**src/design/acc_pkg.sv**
```systemverilog
// Shared types, codes and constants of the crossfade curve block.
package acc_pkg;

  localparam int CHANNELS = 4;

  typedef logic [2:0] curve_t;
  localparam curve_t CURVE_LINEAR   = 3'd0;
  localparam curve_t CURVE_SMOOTH   = 3'd1;
  localparam curve_t CURVE_EQPOW    = 3'd2;
  localparam curve_t CURVE_OUTIN    = 3'd3;
  localparam curve_t CURVE_EASE_IN  = 3'd4;
  localparam curve_t CURVE_EASE_OUT = 3'd5;

  localparam int REG_INDEX_W = 2;
  localparam int REG_DATA_W  = 24;
  typedef logic [REG_INDEX_W-1:0] reg_index_t;
  localparam reg_index_t REG_CURVE    = 2'd0;
  localparam reg_index_t REG_LENGTH   = 2'd1;
  localparam reg_index_t REG_STEP     = 2'd2;
  localparam reg_index_t REG_CHANNELS = 2'd3;

  localparam int FRAME_W = 24;
  localparam int STEP_W  = 24;
  typedef logic [FRAME_W-1:0] frames_t;

  // equal-power polynomial, Q2.30
  localparam int HORNER_W    = 32;
  localparam int HORNER_FRAC = 30;
  typedef logic signed [HORNER_W-1:0] horner_t;
  localparam horner_t EQP_ONE = 32'sh4000_0000;
  localparam horner_t EQP_A   = 32'sd362283724;
  localparam horner_t EQP_B   = -32'sd1432734592;
  localparam horner_t EQP_C   = -EQP_ONE - EQP_A - EQP_B;

  typedef struct packed {
    curve_t     curve;
    logic [2:0] active;
    logic       finished;
    logic       last_frame;
  } fade_status_t;

endpackage

```
**src/design/acc_if.sv**
```systemverilog
// Channel interfaces: frame input, mixed output and register writes.
interface acc_frame_if #(parameter int SAMPLE_BITS = 24) ();
  logic                          valid;
  logic                          ready;
  logic signed [SAMPLE_BITS-1:0] old_sample_0;
  logic signed [SAMPLE_BITS-1:0] old_sample_1;
  logic signed [SAMPLE_BITS-1:0] old_sample_2;
  logic signed [SAMPLE_BITS-1:0] old_sample_3;
  logic signed [SAMPLE_BITS-1:0] new_sample_0;
  logic signed [SAMPLE_BITS-1:0] new_sample_1;
  logic signed [SAMPLE_BITS-1:0] new_sample_2;
  logic signed [SAMPLE_BITS-1:0] new_sample_3;

  modport source (output valid, output old_sample_0, output old_sample_1,
                  output old_sample_2, output old_sample_3, output new_sample_0,
                  output new_sample_1, output new_sample_2, output new_sample_3,
                  input ready);
  modport sink (input valid, input old_sample_0, input old_sample_1,
                input old_sample_2, input old_sample_3, input new_sample_0,
                input new_sample_1, input new_sample_2, input new_sample_3,
                output ready);
endinterface

interface acc_mix_if #(parameter int SAMPLE_BITS = 24) ();
  logic                          valid;
  logic                          ready;
  logic signed [SAMPLE_BITS-1:0] mixed_0;
  logic signed [SAMPLE_BITS-1:0] mixed_1;
  logic signed [SAMPLE_BITS-1:0] mixed_2;
  logic signed [SAMPLE_BITS-1:0] mixed_3;
  logic                          fade_done;

  modport source (output valid, output mixed_0, output mixed_1, output mixed_2,
                  output mixed_3, output fade_done, input ready);
  modport sink (input valid, input mixed_0, input mixed_1, input mixed_2,
                input mixed_3, input fade_done, output ready);
endinterface

interface acc_cfg_if import acc_pkg::*; ();
  logic                  valid;
  logic                  ready;
  reg_index_t            index;
  logic [REG_DATA_W-1:0] data;

  modport source (output valid, output index, output data, input ready);
  modport sink (input valid, input index, input data, output ready);
endinterface

```
**src/design/acc_mul.sv**
```systemverilog
// Shared signed multiplier with registered product and selectable scaling shift.
module acc_mul import acc_pkg::*; #(
  parameter int MUL_W         = 32,
  parameter int FRACTION_BITS = 24
) (
  input  logic                      clk,
  input  logic                      rst,
  input  logic signed [MUL_W-1:0]   op_a,
  input  logic signed [MUL_W-1:0]   op_b,
  input  logic                      q30,
  output logic signed [2*MUL_W-1:0] result
);

  logic signed [2*MUL_W-1:0] prod;
  logic                      q30_r;

  always_ff @(posedge clk) begin
    if (rst) begin
      q30_r <= 1'b0;
    end else begin
      q30_r <= q30;
    end
  end

  always_ff @(posedge clk) begin
    prod <= op_a * op_b;
  end

  // floor scaling: Q.30 for the polynomial, Q.F otherwise
  assign result = q30_r ? (prod >>> HORNER_FRAC) : (prod >>> FRACTION_BITS);

endmodule

```
**src/design/acc_cfg.sv**
```systemverilog
// Register file and fade state: curve, channels, step, position and frame count.
module acc_cfg import acc_pkg::*; #(
  parameter int FRACTION_BITS = 24
) (
  input  logic                   clk,
  input  logic                   rst,
  acc_cfg_if.sink                cfg,
  input  logic                   advance,
  output fade_status_t           status,
  output logic [FRACTION_BITS:0] position
);

  localparam int SUM_W = ((FRACTION_BITS + 1 > STEP_W) ? FRACTION_BITS + 1 : STEP_W) + 1;
  localparam logic [FRACTION_BITS:0] ONE = {1'b1, {FRACTION_BITS{1'b0}}};
  localparam logic [STEP_W-1:0] STEP_RESET = 24'h80_0000;

  curve_t            curve;
  logic [2:0]        active;
  logic [STEP_W-1:0] ramp_step;
  frames_t           frames_left;
  logic              finished;
  logic [SUM_W-1:0]  pos_sum;

  assign cfg.ready = 1'b1;
  assign pos_sum = SUM_W'(position) + SUM_W'(ramp_step);

  always_ff @(posedge clk) begin
    if (rst) begin
      curve       <= CURVE_LINEAR;
      active      <= 3'd4;
      ramp_step   <= STEP_RESET;
      frames_left <= FRAME_W'(1);
      position    <= '0;
      finished    <= 1'b0;
    end else if (cfg.valid) begin
      unique case (cfg.index)
        REG_CURVE: begin
          curve <= cfg.data[2:0];
        end
        REG_LENGTH: begin
          frames_left <= cfg.data[FRAME_W-1:0];
          position    <= '0;
          finished    <= 1'b0;
        end
        REG_STEP: begin
          ramp_step <= cfg.data[STEP_W-1:0];
        end
        REG_CHANNELS: begin
          active <= cfg.data[2:0];
        end
      endcase
    end else if (advance && !finished) begin
      if (frames_left <= FRAME_W'(1)) begin
        frames_left <= '0;
        finished    <= 1'b1;
      end else begin
        frames_left <= frames_left - FRAME_W'(1);
        if (pos_sum > SUM_W'(ONE)) begin
          position <= ONE;
        end else begin
          position <= pos_sum[FRACTION_BITS:0];
        end
      end
    end
  end

  assign status.curve      = curve;
  assign status.active     = active;
  assign status.finished   = finished;
  assign status.last_frame = (frames_left <= FRAME_W'(1));

endmodule

```
**src/design/audio_crossfader_curves.sv**
```systemverilog
// Crossfade curve generator top level: sequencer around one shared multiplier.
//
//  port     dir   carries
//  cfg      in    register writes: index, data
//  samples  in    one frame: old_sample_0..3, new_sample_0..3
//  mixed    out   one frame: mixed_0..3, fade_done
//
// Per frame, the weights are computed first (none for linear or after the fade), then
// each channel: one product, or two for equal power. An inactive channel, or any channel
// after the fade, takes no product. All products go through the one multiplier, weights
// first, then channel by channel.
// Reset is synchronous; registers return to curve 0, length 1, half step, 4 ch.
// A finished frame waits in the output register while the next one is taken.
module audio_crossfader_curves import acc_pkg::*; #(
  parameter int SAMPLE_BITS   = 24,
  parameter int FRACTION_BITS = 24
) (
  input  logic        clk,
  input  logic        rst,
  acc_cfg_if.sink     cfg,
  acc_frame_if.sink   samples,
  acc_mix_if.source   mixed
);

  localparam int MUL_W =
    (HORNER_W > FRACTION_BITS + 3) ?
      ((HORNER_W > SAMPLE_BITS + 1) ? HORNER_W : SAMPLE_BITS + 1) :
      ((FRACTION_BITS + 3 > SAMPLE_BITS + 1) ? FRACTION_BITS + 3 : SAMPLE_BITS + 1);
  localparam int ACC_W  = SAMPLE_BITS + 2;
  localparam int DIFF_W = SAMPLE_BITS + 1;
  localparam int CH_W   = $clog2(CHANNELS);
  localparam logic [CH_W-1:0] LAST_CH = CH_W'(CHANNELS - 1);
  localparam logic [FRACTION_BITS:0]   ONE  = {1'b1, {FRACTION_BITS{1'b0}}};
  localparam logic [FRACTION_BITS+1:0] ONE2 = {2'b01, {FRACTION_BITS{1'b0}}};
  localparam logic [FRACTION_BITS+1:0] ONE3 = {2'b11, {FRACTION_BITS{1'b0}}};
  localparam horner_t ONE_H = HORNER_W'(ONE);
  localparam logic signed [ACC_W-1:0] ACC_MAX = {3'b000, {(SAMPLE_BITS-1){1'b1}}};
  localparam logic signed [ACC_W-1:0] ACC_MIN = {3'b111, {(SAMPLE_BITS-1){1'b0}}};

  localparam logic [3:0] S_IDLE = 4'd0;
  localparam logic [3:0] S_WMUL = 4'd1;
  localparam logic [3:0] S_WACC = 4'd2;
  localparam logic [3:0] S_CH   = 4'd3;
  localparam logic [3:0] S_PM1  = 4'd4;
  localparam logic [3:0] S_PA1  = 4'd5;
  localparam logic [3:0] S_PM2  = 4'd6;
  localparam logic [3:0] S_PA2  = 4'd7;
  localparam logic [3:0] S_ADV  = 4'd8;
  localparam logic [3:0] S_OUT  = 4'd9;

  function automatic logic signed [SAMPLE_BITS-1:0] sat(input logic signed [ACC_W-1:0] v);
    logic signed [SAMPLE_BITS-1:0] r;
    if (v > ACC_MAX) begin
      r = ACC_MAX[SAMPLE_BITS-1:0];
    end else if (v < ACC_MIN) begin
      r = ACC_MIN[SAMPLE_BITS-1:0];
    end else begin
      r = v[SAMPLE_BITS-1:0];
    end
    return r;
  endfunction

  fade_status_t           st;
  logic [FRACTION_BITS:0] x;
  logic                   advance;

  logic [3:0]             state;
  logic [2:0]             wstep;
  logic [CH_W-1:0]        ch;
  logic [FRACTION_BITS:0] w;
  logic [FRACTION_BITS:0] w2;
  horner_t                t;
  logic signed [ACC_W-1:0] acc;

  logic signed [SAMPLE_BITS-1:0] a_reg [CHANNELS];
  logic signed [SAMPLE_BITS-1:0] b_reg [CHANNELS];
  logic signed [SAMPLE_BITS-1:0] res [CHANNELS];
  logic signed [SAMPLE_BITS-1:0] out_mix [CHANNELS];
  logic                          out_done;
  logic                          out_valid;

  logic signed [MUL_W-1:0]   op_a;
  logic signed [MUL_W-1:0]   op_b;
  logic                      q30;
  logic signed [2*MUL_W-1:0] mres;

  logic                          lower;
  logic [FRACTION_BITS+1:0]      x2;
  logic [FRACTION_BITS+1:0]      u_lo;
  logic [FRACTION_BITS+1:0]      u_hi;
  logic [FRACTION_BITS:0]        u;
  logic [FRACTION_BITS+1:0]      u3;
  logic [FRACTION_BITS:0]        v;
  logic [HORNER_W-1:0]           v30;
  logic [1:0]                    hk;
  horner_t                       horner_add;
  horner_t                       t_sum;
  horner_t                       t_q;
  logic [FRACTION_BITS:0]        w_clamp;
  logic                          need_wt;
  logic [2:0]                    last_wstep;
  logic signed [SAMPLE_BITS-1:0] a_cur;
  logic signed [SAMPLE_BITS-1:0] b_cur;
  logic signed [DIFF_W-1:0]      op1;
  logic signed [ACC_W-1:0]       base;
  logic signed [ACC_W-1:0]       prod_acc;
  logic signed [ACC_W-1:0]       acc1;
  logic signed [ACC_W-1:0]       acc2;

  acc_cfg #(.FRACTION_BITS(FRACTION_BITS)) u_cfg (
    .clk      (clk),
    .rst      (rst),
    .cfg      (cfg),
    .advance  (advance),
    .status   (st),
    .position (x)
  );

  acc_mul #(.MUL_W(MUL_W), .FRACTION_BITS(FRACTION_BITS)) u_mul (
    .clk    (clk),
    .rst    (rst),
    .op_a   (op_a),
    .op_b   (op_b),
    .q30    (q30),
    .result (mres)
  );

  assign advance = (state == S_ADV);
  assign samples.ready = (state == S_IDLE);

  // curve argument
  assign lower = (x[FRACTION_BITS:FRACTION_BITS-1] == 2'b00);
  assign x2    = {x, 1'b0};
  assign u_lo  = ONE2 - x2;
  assign u_hi  = x2 - ONE2;
  assign u3    = ONE3 - {u, 1'b0};

  always_comb begin
    unique case (st.curve)
      CURVE_OUTIN:    u = lower ? u_lo[FRACTION_BITS:0] : u_hi[FRACTION_BITS:0];
      CURVE_EASE_OUT: u = ONE - x;
      default:        u = x;
    endcase
  end

  assign need_wt = (st.curve == CURVE_SMOOTH) || (st.curve == CURVE_EQPOW) ||
                   (st.curve == CURVE_OUTIN) || (st.curve == CURVE_EASE_IN) ||
                   (st.curve == CURVE_EASE_OUT);
  assign last_wstep = (st.curve == CURVE_EQPOW) ? 3'd5 : 3'd1;

  // equal-power Horner steps: p(1-x) then p(x)
  assign v   = (wstep < 3'd3) ? ONE - x : x;
  assign v30 = HORNER_W'(v) << (HORNER_FRAC - FRACTION_BITS);
  assign hk  = (wstep < 3'd3) ? wstep[1:0] : 2'(wstep - 3'd3);

  always_comb begin
    unique case (hk)
      2'd0:    horner_add = EQP_B;
      2'd1:    horner_add = EQP_C;
      default: horner_add = EQP_ONE;
    endcase
  end

  assign t_sum = $signed(mres[HORNER_W-1:0]) + horner_add;
  assign t_q   = t_sum >>> (HORNER_FRAC - FRACTION_BITS);

  always_comb begin
    if (t_q[HORNER_W-1]) begin
      w_clamp = '0;
    end else if (t_q > ONE_H) begin
      w_clamp = ONE;
    end else begin
      w_clamp = t_q[FRACTION_BITS:0];
    end
  end

  // per-channel operands
  assign a_cur = a_reg[ch];
  assign b_cur = b_reg[ch];

  always_comb begin
    unique case (st.curve)
      CURVE_EQPOW: begin
        op1  = DIFF_W'(a_cur);
        base = '0;
      end
      CURVE_OUTIN: begin
        op1  = lower ? DIFF_W'(a_cur) : DIFF_W'(b_cur);
        base = '0;
      end
      CURVE_EASE_OUT: begin
        op1  = DIFF_W'(a_cur) - DIFF_W'(b_cur);
        base = ACC_W'(b_cur);
      end
      default: begin
        op1  = DIFF_W'(b_cur) - DIFF_W'(a_cur);
        base = ACC_W'(a_cur);
      end
    endcase
  end

  assign prod_acc = $signed(mres[ACC_W-1:0]);
  assign acc1     = base + prod_acc;
  assign acc2     = acc + prod_acc;

  always_comb begin
    op_a = '0;
    op_b = '0;
    q30  = 1'b0;
    unique case (state)
      S_WMUL: begin
        if (st.curve == CURVE_EQPOW) begin
          q30  = 1'b1;
          op_a = MUL_W'(v30);
          op_b = (hk == 2'd0) ? MUL_W'(EQP_A) : MUL_W'(t);
        end else if (wstep == 3'd0) begin
          op_a = MUL_W'(u);
          op_b = MUL_W'(u);
        end else begin
          op_a = MUL_W'(w);
          if ((st.curve == CURVE_SMOOTH) || (st.curve == CURVE_OUTIN)) begin
            op_b = MUL_W'(u3);
          end else begin
            op_b = MUL_W'(u);
          end
        end
      end
      S_PM1: begin
        op_a = MUL_W'(w);
        op_b = MUL_W'(op1);
      end
      S_PM2: begin
        op_a = MUL_W'(w2);
        op_b = MUL_W'(b_cur);
      end
      default: begin
        op_a = '0;
      end
    endcase
  end

  always_ff @(posedge clk) begin
    if (rst) begin
      state     <= S_IDLE;
      wstep     <= '0;
      ch        <= '0;
      out_valid <= 1'b0;
    end else begin
      if (mixed.valid && mixed.ready && (state != S_OUT)) begin
        out_valid <= 1'b0;
      end
      unique case (state)
        S_IDLE: begin
          if (samples.valid) begin
            a_reg[0] <= samples.old_sample_0;
            a_reg[1] <= samples.old_sample_1;
            a_reg[2] <= samples.old_sample_2;
            a_reg[3] <= samples.old_sample_3;
            b_reg[0] <= samples.new_sample_0;
            b_reg[1] <= samples.new_sample_1;
            b_reg[2] <= samples.new_sample_2;
            b_reg[3] <= samples.new_sample_3;
            wstep    <= '0;
            ch       <= '0;
            w        <= x;
            state    <= (need_wt && !st.finished) ? S_WMUL : S_CH;
          end
        end
        S_WMUL: begin
          state <= S_WACC;
        end
        S_WACC: begin
          if (st.curve == CURVE_EQPOW) begin
            if (hk == 2'd2) begin
              if (wstep < 3'd3) begin
                w <= w_clamp;
              end else begin
                w2 <= w_clamp;
              end
            end else begin
              t <= t_sum;
            end
          end else begin
            w <= mres[FRACTION_BITS:0];
          end
          if (wstep == last_wstep) begin
            state <= S_CH;
          end else begin
            wstep <= wstep + 3'd1;
            state <= S_WMUL;
          end
        end
        S_CH: begin
          if (3'(ch) >= st.active || st.finished) begin
            res[ch] <= (3'(ch) >= st.active) ? '0 : b_cur;
            if (ch == LAST_CH) begin
              state <= S_ADV;
            end else begin
              ch <= ch + CH_W'(1);
            end
          end else begin
            state <= S_PM1;
          end
        end
        S_PM1: begin
          state <= S_PA1;
        end
        S_PA1: begin
          if (st.curve == CURVE_EQPOW) begin
            acc   <= acc1;
            state <= S_PM2;
          end else begin
            res[ch] <= sat(acc1);
            if (ch == LAST_CH) begin
              state <= S_ADV;
            end else begin
              ch    <= ch + CH_W'(1);
              state <= S_CH;
            end
          end
        end
        S_PM2: begin
          state <= S_PA2;
        end
        S_PA2: begin
          res[ch] <= sat(acc2);
          if (ch == LAST_CH) begin
            state <= S_ADV;
          end else begin
            ch    <= ch + CH_W'(1);
            state <= S_CH;
          end
        end
        S_ADV: begin
          state <= S_OUT;
        end
        S_OUT: begin
          if (!out_valid || mixed.ready) begin
            out_mix   <= res;
            out_done  <= st.finished;
            out_valid <= 1'b1;
            state     <= S_IDLE;
          end
        end
        default: begin
          state <= S_IDLE;
        end
      endcase
    end
  end

  assign mixed.valid     = out_valid;
  assign mixed.mixed_0   = out_mix[0];
  assign mixed.mixed_1   = out_mix[1];
  assign mixed.mixed_2   = out_mix[2];
  assign mixed.mixed_3   = out_mix[3];
  assign mixed.fade_done = out_done;

  a_busy_after_accept: assert property (@(posedge clk) disable iff (rst)
    (samples.valid && samples.ready) |=> !samples.ready)
    else $error("frame taken while previous frame still in work");

  a_advance_after_last_channel: assert property (@(posedge clk) disable iff (rst)
    advance |-> (ch == LAST_CH))
    else $error("fade state advanced before all channels were mixed");

  a_finish_on_advance: assert property (@(posedge clk) disable iff (rst)
    $rose(st.finished) |-> $past(advance))
    else $error("fade finished without a frame transaction");

endmodule

```
**src/flat_wrapper.sv**
```systemverilog
// flat-port wrapper written by rule: the top's interface ports become plain ports
module audio_crossfader_curves_flat import acc_pkg::*;
#(
  parameter int SAMPLE_BITS   = 24,
  parameter int FRACTION_BITS = 24
)
  (clk, rst, cfg_valid, cfg_index, cfg_data, cfg_ready, samples_valid, samples_old_sample_0, samples_old_sample_1, samples_old_sample_2, samples_old_sample_3, samples_new_sample_0, samples_new_sample_1, samples_new_sample_2, samples_new_sample_3, samples_ready, mixed_valid, mixed_mixed_0, mixed_mixed_1, mixed_mixed_2, mixed_mixed_3, mixed_fade_done, mixed_ready);
  acc_cfg_if cfg_i ();
  acc_frame_if #(.SAMPLE_BITS(SAMPLE_BITS)) samples_i ();
  acc_mix_if #(.SAMPLE_BITS(SAMPLE_BITS)) mixed_i ();
  input  logic clk;
  input  logic rst;
  input wire logic [$bits(cfg_i.valid)-1:0] cfg_valid;
  input wire logic [$bits(cfg_i.index)-1:0] cfg_index;
  input wire logic [$bits(cfg_i.data)-1:0] cfg_data;
  output wire logic [$bits(cfg_i.ready)-1:0] cfg_ready;
  input wire logic [$bits(samples_i.valid)-1:0] samples_valid;
  input wire logic [$bits(samples_i.old_sample_0)-1:0] samples_old_sample_0;
  input wire logic [$bits(samples_i.old_sample_1)-1:0] samples_old_sample_1;
  input wire logic [$bits(samples_i.old_sample_2)-1:0] samples_old_sample_2;
  input wire logic [$bits(samples_i.old_sample_3)-1:0] samples_old_sample_3;
  input wire logic [$bits(samples_i.new_sample_0)-1:0] samples_new_sample_0;
  input wire logic [$bits(samples_i.new_sample_1)-1:0] samples_new_sample_1;
  input wire logic [$bits(samples_i.new_sample_2)-1:0] samples_new_sample_2;
  input wire logic [$bits(samples_i.new_sample_3)-1:0] samples_new_sample_3;
  output wire logic [$bits(samples_i.ready)-1:0] samples_ready;
  output wire logic [$bits(mixed_i.valid)-1:0] mixed_valid;
  output wire logic [$bits(mixed_i.mixed_0)-1:0] mixed_mixed_0;
  output wire logic [$bits(mixed_i.mixed_1)-1:0] mixed_mixed_1;
  output wire logic [$bits(mixed_i.mixed_2)-1:0] mixed_mixed_2;
  output wire logic [$bits(mixed_i.mixed_3)-1:0] mixed_mixed_3;
  output wire logic [$bits(mixed_i.fade_done)-1:0] mixed_fade_done;
  input wire logic [$bits(mixed_i.ready)-1:0] mixed_ready;
  assign cfg_i.valid = cfg_valid;
  assign cfg_i.index = cfg_index;
  assign cfg_i.data = cfg_data;
  assign cfg_ready = cfg_i.ready;
  assign samples_i.valid = samples_valid;
  assign samples_i.old_sample_0 = samples_old_sample_0;
  assign samples_i.old_sample_1 = samples_old_sample_1;
  assign samples_i.old_sample_2 = samples_old_sample_2;
  assign samples_i.old_sample_3 = samples_old_sample_3;
  assign samples_i.new_sample_0 = samples_new_sample_0;
  assign samples_i.new_sample_1 = samples_new_sample_1;
  assign samples_i.new_sample_2 = samples_new_sample_2;
  assign samples_i.new_sample_3 = samples_new_sample_3;
  assign samples_ready = samples_i.ready;
  assign mixed_valid = mixed_i.valid;
  assign mixed_mixed_0 = mixed_i.mixed_0;
  assign mixed_mixed_1 = mixed_i.mixed_1;
  assign mixed_mixed_2 = mixed_i.mixed_2;
  assign mixed_mixed_3 = mixed_i.mixed_3;
  assign mixed_fade_done = mixed_i.fade_done;
  assign mixed_i.ready = mixed_ready;
  audio_crossfader_curves #(.SAMPLE_BITS(SAMPLE_BITS), .FRACTION_BITS(FRACTION_BITS)) u_core (.clk(clk), .rst(rst), .cfg(cfg_i), .samples(samples_i), .mixed(mixed_i));
endmodule
```
**config.mk**
```make
export PLATFORM = sky130hd
export DESIGN_NAME = audio_crossfader_curves_flat
export DESIGN_NICKNAME = d
export VERILOG_FILES = /design/src/design/acc_pkg.sv /design/src/design/acc_if.sv /design/src/design/acc_mul.sv /design/src/design/acc_cfg.sv /design/src/design/audio_crossfader_curves.sv /design/src/flat_wrapper.sv
export SDC_FILE = /design/constraint.sdc
export NUM_CORES = 2
export LEC_CHECK = 0
export ABC_AREA = 0
export ABC_CLOCK_PERIOD_IN_PS = 13000
export BUFFER_PORTS_ARGS = -buffer_cell sky130_fd_sc_hd__buf_2
export CORE_MARGIN = 2
export CORE_UTILIZATION = 58
export CTS_CLUSTER_SIZE = 16
export DETAILED_ROUTE_END_ITERATION = 10
export PLACE_DENSITY = 0.86
export SKIP_LAST_GASP = 1
export SYNTH_ARGS = -nofsm -noshare
export SYNTH_HDL_FRONTEND = slang
export SYNTH_SLANG_ARGS = --single-unit
```
**constraint.sdc**
```tcl
create_clock -name clk -period 13 [get_ports clk]
set_input_delay 1.95 -clock clk [delete_from_list [all_inputs] [get_ports clk]]
set_output_delay 1.95 -clock clk [all_outputs]
set_load 0.1 [all_outputs]
```
* After elaboration in Yosys (flattened, before gate mapping)
Memory sizes are Yosys's and may differ from the RTL's. A register that Yosys moved wholly into a read port is not among the register bits.
Cells that the tools add are included.
** Storage, ports and cells
- Memories :: 2
- Register bits after elaboration :: 454
- Output and inout port bits :: 100
- Input bits :: 223
- Bits in writable memories :: 192
- Logic and storage cells :: 216
** Cells by class
- Muxes and demuxes :: 85
- Magnitude comparators :: 11
- Multipliers :: 1
- Bitwise gates (word level) :: 5
- Reductions and logical operators :: 41
- $add $sub $neg :: 14
- Eq/ne operators :: 32
** Memory list
- u_core.a_reg :: depth 4, bits a word 24, rd ports 1, clocked after Yosys merged registers in 1, write ports 4, line audio_crossfader_curves.sv:75 : logic signed [SAMPLE_BITS-1:0] a_reg [CHANNELS];
- u_core.b_reg :: depth 4, bits a word 24, rd ports 1, clocked after Yosys merged registers in 1, write ports 4, line audio_crossfader_curves.sv:76 : logic signed [SAMPLE_BITS-1:0] b_reg [CHANNELS];
** Operators by type and width (count)
- two-way mux 25 bit :: 15
- two-way mux 24 bit :: 15
- bitwise mux 96 bit :: 3
- case mux 96 bit (3 select lines) :: 1
- two-way mux 96 bit :: 2
- case mux 32 bit (3 select lines) :: 2
- two-way mux 32 bit :: 5
- case mux 25 bit (2 select lines) :: 2
- case mux 25 bit (3 select lines) :: 1
- case mux 32 bit (2 select lines) :: 1
- multiplier 32 x 32 -> 62 bit :: 1
- adder 26 bit :: 2
- > comparator 26 x 24 -> 1 bit, second input constant :: 2
- < comparator 26 x 24 -> 1 bit, second input constant :: 2
- case mux 26 bit (2 select lines) :: 1
- subtractor 24 x 24 -> 25 bit :: 2
- subtractor 25 bit, first input constant :: 2
- demux 24 bit (select 2 bit) :: 1
- case mux 4 bit (10 select lines) :: 1
- adder 32 bit :: 1
- adder 25 x 24 -> 26 bit :: 1
- > comparator 26 x 25 -> 1 bit, second input constant :: 1
- > comparator 26 bit, second input constant :: 1
- two-way mux 26 bit :: 1
- 47 further kinds :: 123

* Logic depth before layout (Yosys ltp)
- Depth in word-level cells :: 13
- Depth in mapped cells :: 50
- Depth with buffers taken out :: 44

* Hierarchy
A second synthesis with hierarchy kept.
** Unflattened totals
- Cell total of the unflattened synthesis :: 7523
- Area, all modules :: 72872.4 µm²
** Modules (own cells, without submodules)
- acc_mul :: cells each 3994, seq. area each 820.8 µm², times used 1, area each 37285.8 µm²
- audio_crossfader_curves :: cells each 2934, seq. area each 15044.4 µm², times used 1, area each 30925.9 µm²
- acc_cfg :: cells each 595, seq. area each 1601.5 µm², times used 1, area each 4660.7 µm²

* Worst setup path after synthesis
No wires, ideal clock.
- Path kind :: reg-to-reg
- Start :: register u_core.state[1]
- End :: memory u_core.a_reg[0][0], enable pin
- Slack :: 0.746 ns
- Data arrival time :: 11.507 ns
- Setup time :: 0.746 ns
- Cell stages (with the launch flop) :: 7
- Required time :: 12.254 ns
- Clock period less this slack :: 12.254 ns
- Buffers on the path :: 3
- Path through :: dfxtp_1 -> buf_2 -> buf_1 -> buf_1 -> nor3_1 -> nand2_1 -> nor2_1
** RTL lines
- start, declared :: line audio_crossfader_curves.sv:67 : logic [3:0] state;
- start signal, assigned :: line audio_crossfader_curves.sv:266 : state <= (need_wt && !st.finished) ? S_WMUL : S_CH;
- end, declared :: line audio_crossfader_curves.sv:75

==> impl.org <==
** Run status
- The flow ran to the end, but the final reports show violations.
- Failing checks :: capacitance limit, slew limit

** Place
- IO buf count :: 321
- Cell area after placement :: 72400 um^2
- Placed wire-length estimate after detailed placement :: 181 mm
- Final weighted congestion of routability-driven global placement :: 1.04
- Placed Cells :: 8983

** Floorplanning
- Site row count :: 126
- Effective utilization at floorplan :: 0.583
- The die is 348 um wide.
- The floorplan step defined a die boundary enclosing 121000 um^2.
- Io pins :: 323
- Die boundary height :: 348 um
- Core box area :: 118000 um^2

** Global routing
- Initial antenna violation count :: 13
- Residual overflow from global routing :: 0
- Pin count of the biggest net entering global routing :: 97
- The via count of the first global-routing pass is 60313.
- Across every metal layer, demand over resource in global routing totals 0.391.
- The first global-routing pass estimated 358 mm of wire.

** Pwr
- Of the total power, the share spent switching nets is 0.327.
- Switching component of the power :: 1.76 mW
- Across the VDD grid, the largest voltage drop is 113 uV.
- The share of total power dissipated in combinational logic is 0.234.
- Power share of the clock group :: 0.344
- The analysis attributes to cell leakage a power of 33.7 nW.
- Cell internal pwr :: 3.62 mW
- The share of total power dissipated in sequential elements is 0.422.
- P per Cell Area :: 72.1 nW/um^2

** STA
- For the finished layout, the period the worst path requires is 12530 ps.
- For the pin with the worst max-slew slack, the measured transition is 1650 ps.
- Period Utilization, post-route :: 0.964
- Across all hold checks on the routed design, the worst slack comes to 444 ps.
- Between clock sinks in the finished design, the worst skew comes to 50.3 ps.
- Highest clock rate :: 0.0798 GHz
- Setup violations remaining at the end of the flow were counted as 0.
- Headroom to the max-slew limit :: -0.0989
- The number of endpoints with negative hold slack in the final report came to 0.
- The final number of max-transition violations is 15.
- Post-route setup TNS :: 0 ps
- Setup repair after global routing missed its margin :: no

** Route
- The detail route stage leaves a number of antenna-violating nets equal to 0.
- 1st-pass router iterations :: 10
- Wire per inst :: 26.2 um
- Initial drt markers :: 7896
- Detailed routing inserted a total of 59370 vias.
- Aggregate routed wire length :: 238 mm
- In the routed design, unresolved DRC markers number 0.
- After detailed routing, the number of vias per cell comes to 6.52.

** Yosys
- Mapped Nets :: 8878
- The synthesized netlist occupies a cell area of 68700 um^2.
- Ranked by total cell area, the synthesized netlist is headed by fa_1 25%, edfxtp_1 22%, ha_1 7.9%.
- In the synthesized netlist the async set-or-reset flop fraction comes to 0.
- Yosys mapped a number of flops with a built-in enable equal to 493.
- The share of synthesized area in the top cell type comes to 0.254.
- Number of warnings printed during yosys synthesis :: 0
- Sequential fraction of the synthesis area :: 0.254
- The synthesized netlist contains 109 unique library cells.
- The cell count after synthesis came out at 7350.
- Mapped Avg Cell Area :: 9.34 um^2
- The commonest cells after synthesis are 1111 x inv_1, 871 x fa_1, 842 x nand2_1.
- Register bit count reported by yosys :: 624
- The largest total area in the synthesized netlist belongs to fa_1.
- Among all flip-flop cells after synthesis, the most frequent one is edfxtp_1.
- Most common cell in the synthesized netlist :: inv_1

** Finish
- Fin area :: 74500 um^2
- Synthesis-to-layout area growth :: 8.44%
- Of the cells placed in the final design, the portion with a size suffix greater than 1 is 0.109.
- At the end of the flow, the number of nets in the layout was 9043.
- Summing all flip-flop and latch instances after layout gives 17400 um^2.
- Area of the multi-input gates :: 45800 um^2
- The filler cells instantiated in the layout total 9017.
- After the flow finishes, the layout carries non-filler instances totaling 9107.

** Clocking
- At the later pin of the worst-skew pair, clock insertion delay measures 650 ps.
- Post-cts gate resize count :: 0
- CTS buffer count :: 66
- CTS Root Buffer Type :: clkbuf_16
- TritonCTS built the clock tree.
- Counting every sink on the clock net gives 624.
- Post-CTS timing repair inserted 0 buffers for setup.
- In this run the number of H-tree levels came out at 3.
- In this run, post-CTS hold repair placed 0 buffers.
- Clock-pin slew reported for the worst setup and hold paths after clock tree synthesis :: 60 ps
- In this run the deepest clock path goes through 3 buffers.

** Worst setup path
- Across all register-to-register paths, the minimum setup slack is 470 ps.
- Depth of the worst register-to-register path :: 39
- STA classifies the critical path startpoint as a flop.
- Critical Path End Type :: flop
- Largest stage delay, worst path :: 750 ps
- The endpoint identified for the worst register-to-register timing path is u_core.u_mul.prod[60].
- Most common cell on crit path :: fa_1
- The largest individual stage delay along the critical path comes from the cell o41ai_1.
- Of all nets on the critical path, the largest fanout is 20.
- Endpoint required time on the critical path :: 13490 ps
- STA puts the critical path data arrival time at 13020 ps.
- The setup path with the least slack is of type reg2reg.

** Hold path
- Hold Crit Endpoint :: u_core.mixed.mixed_1[6]
- Min-delay worst type :: reg2reg
- Hold path depth :: 0

** Job
- Max-capacitance violation count :: 1
==> metal layers <==
layer	GRT usage	wire length, um	up-vias
li1	-	-	24724
met1	0.485	80700	28526
met2	0.581	101000	4786
met3	0.133	36200	1314
met4	0.260	20100	20
met5	0.00800	218	-
==> critical path, delay by kind of cell (launching register included) <==
family / cells / cell delay [ps]
mux: 1 / 650
fa+ha+maj: 10 / 4620
simple gates: 5 / 1030
flops: 1 / 610
buf+inv: 4 / 630
compound gates: 17 / 4540
xor+xnor: 2 / 280
==> cell families after synthesis <==
logic type,count (synthesis),share of synthesized area
AOI/OAI and AO/OA,1390,0.131
muxes,124,0.0273
DFF,624,0.254
other,1,0.0000546
buffers and inverters,1523,0.0844
and+or+nand+nor,2161,0.142
xor gates and xnor gates,222,0.0283
adders and majority gates,1305,0.333
==> stage by stage <==
step                setup WS, ps  utilization  power [mW]
finish                       470        0.632        5.37
global route                9.42        0.632        5.48
CTS                          543        0.632        5.30
detailed placement           684        0.615        3.48
global placement             929        0.615        3.46
floorplan                    746            -        3.03
==> area by class of cell <==
type | instances | area share
sequential | 624 | 0.234
inverter | 1113 | 0.0561
clock buffer | 90 | 0.0245
multi-input combinational | 5203 | 0.615
clock inverter | 26 | 0.00331
timing repair buffer | 507 | 0.0413
tap | 1536 | 0.0258
antenna | 8 | 0.000269
==> placed cells by master (no fill, tap or decap), types with 43 or more instances in the layout <==
master	synthesis	layout
a21o_1	137	137
a21oi_1	363	357
a31oi_1	62	61
and2_1	65	63
and3_1	58	58
buf_2	28	321
buf_4	3	180
clkbuf_16	0	68
dfxtp_1	131	128
edfxtp_1	493	493
fa_1	871	871
ha_1	434	434
inv_1	1111	1111
mux4_2	47	47
nand2_1	842	842
nand2b_1	89	89
nand3_1	98	98
nand4_1	44	44
nor2_1	677	672
nor3_1	81	78
o21a_1	43	43
o21ai_0	305	299
o22ai_1	55	50
xnor2_1	139	139
xor2_1	83	83
==> power by group through the flow <==
stage	Clock [mW]	Combinational, mW	Sequential, mW
2_1_floorplan	0	0.729	2.30
3_3_place_gp	0	1.16	2.30
3_5_place_dp	0	1.18	2.31
4_1_cts	1.84	1.19	2.26
5_1_grt	1.92	1.30	2.27
6_report	1.85	1.26	2.27
==> worst max-delay path by stage <==
| stage | startpoint | to |
|---|---|---|
| global placement | flop | u_core.u_mul.prod[60] |
| floorplan | u_core.state[1] | u_core.a_reg[0][0] |
| finish | flop | u_core.u_mul.prod[60] |
| global route | flop | u_core.u_mul.prod[61] |
| detailed placement | flop | u_core.u_mul.prod[60] |
| CTS | flop | u_core.u_mul.prod[60] |
(Power assumes the default switching activity.)
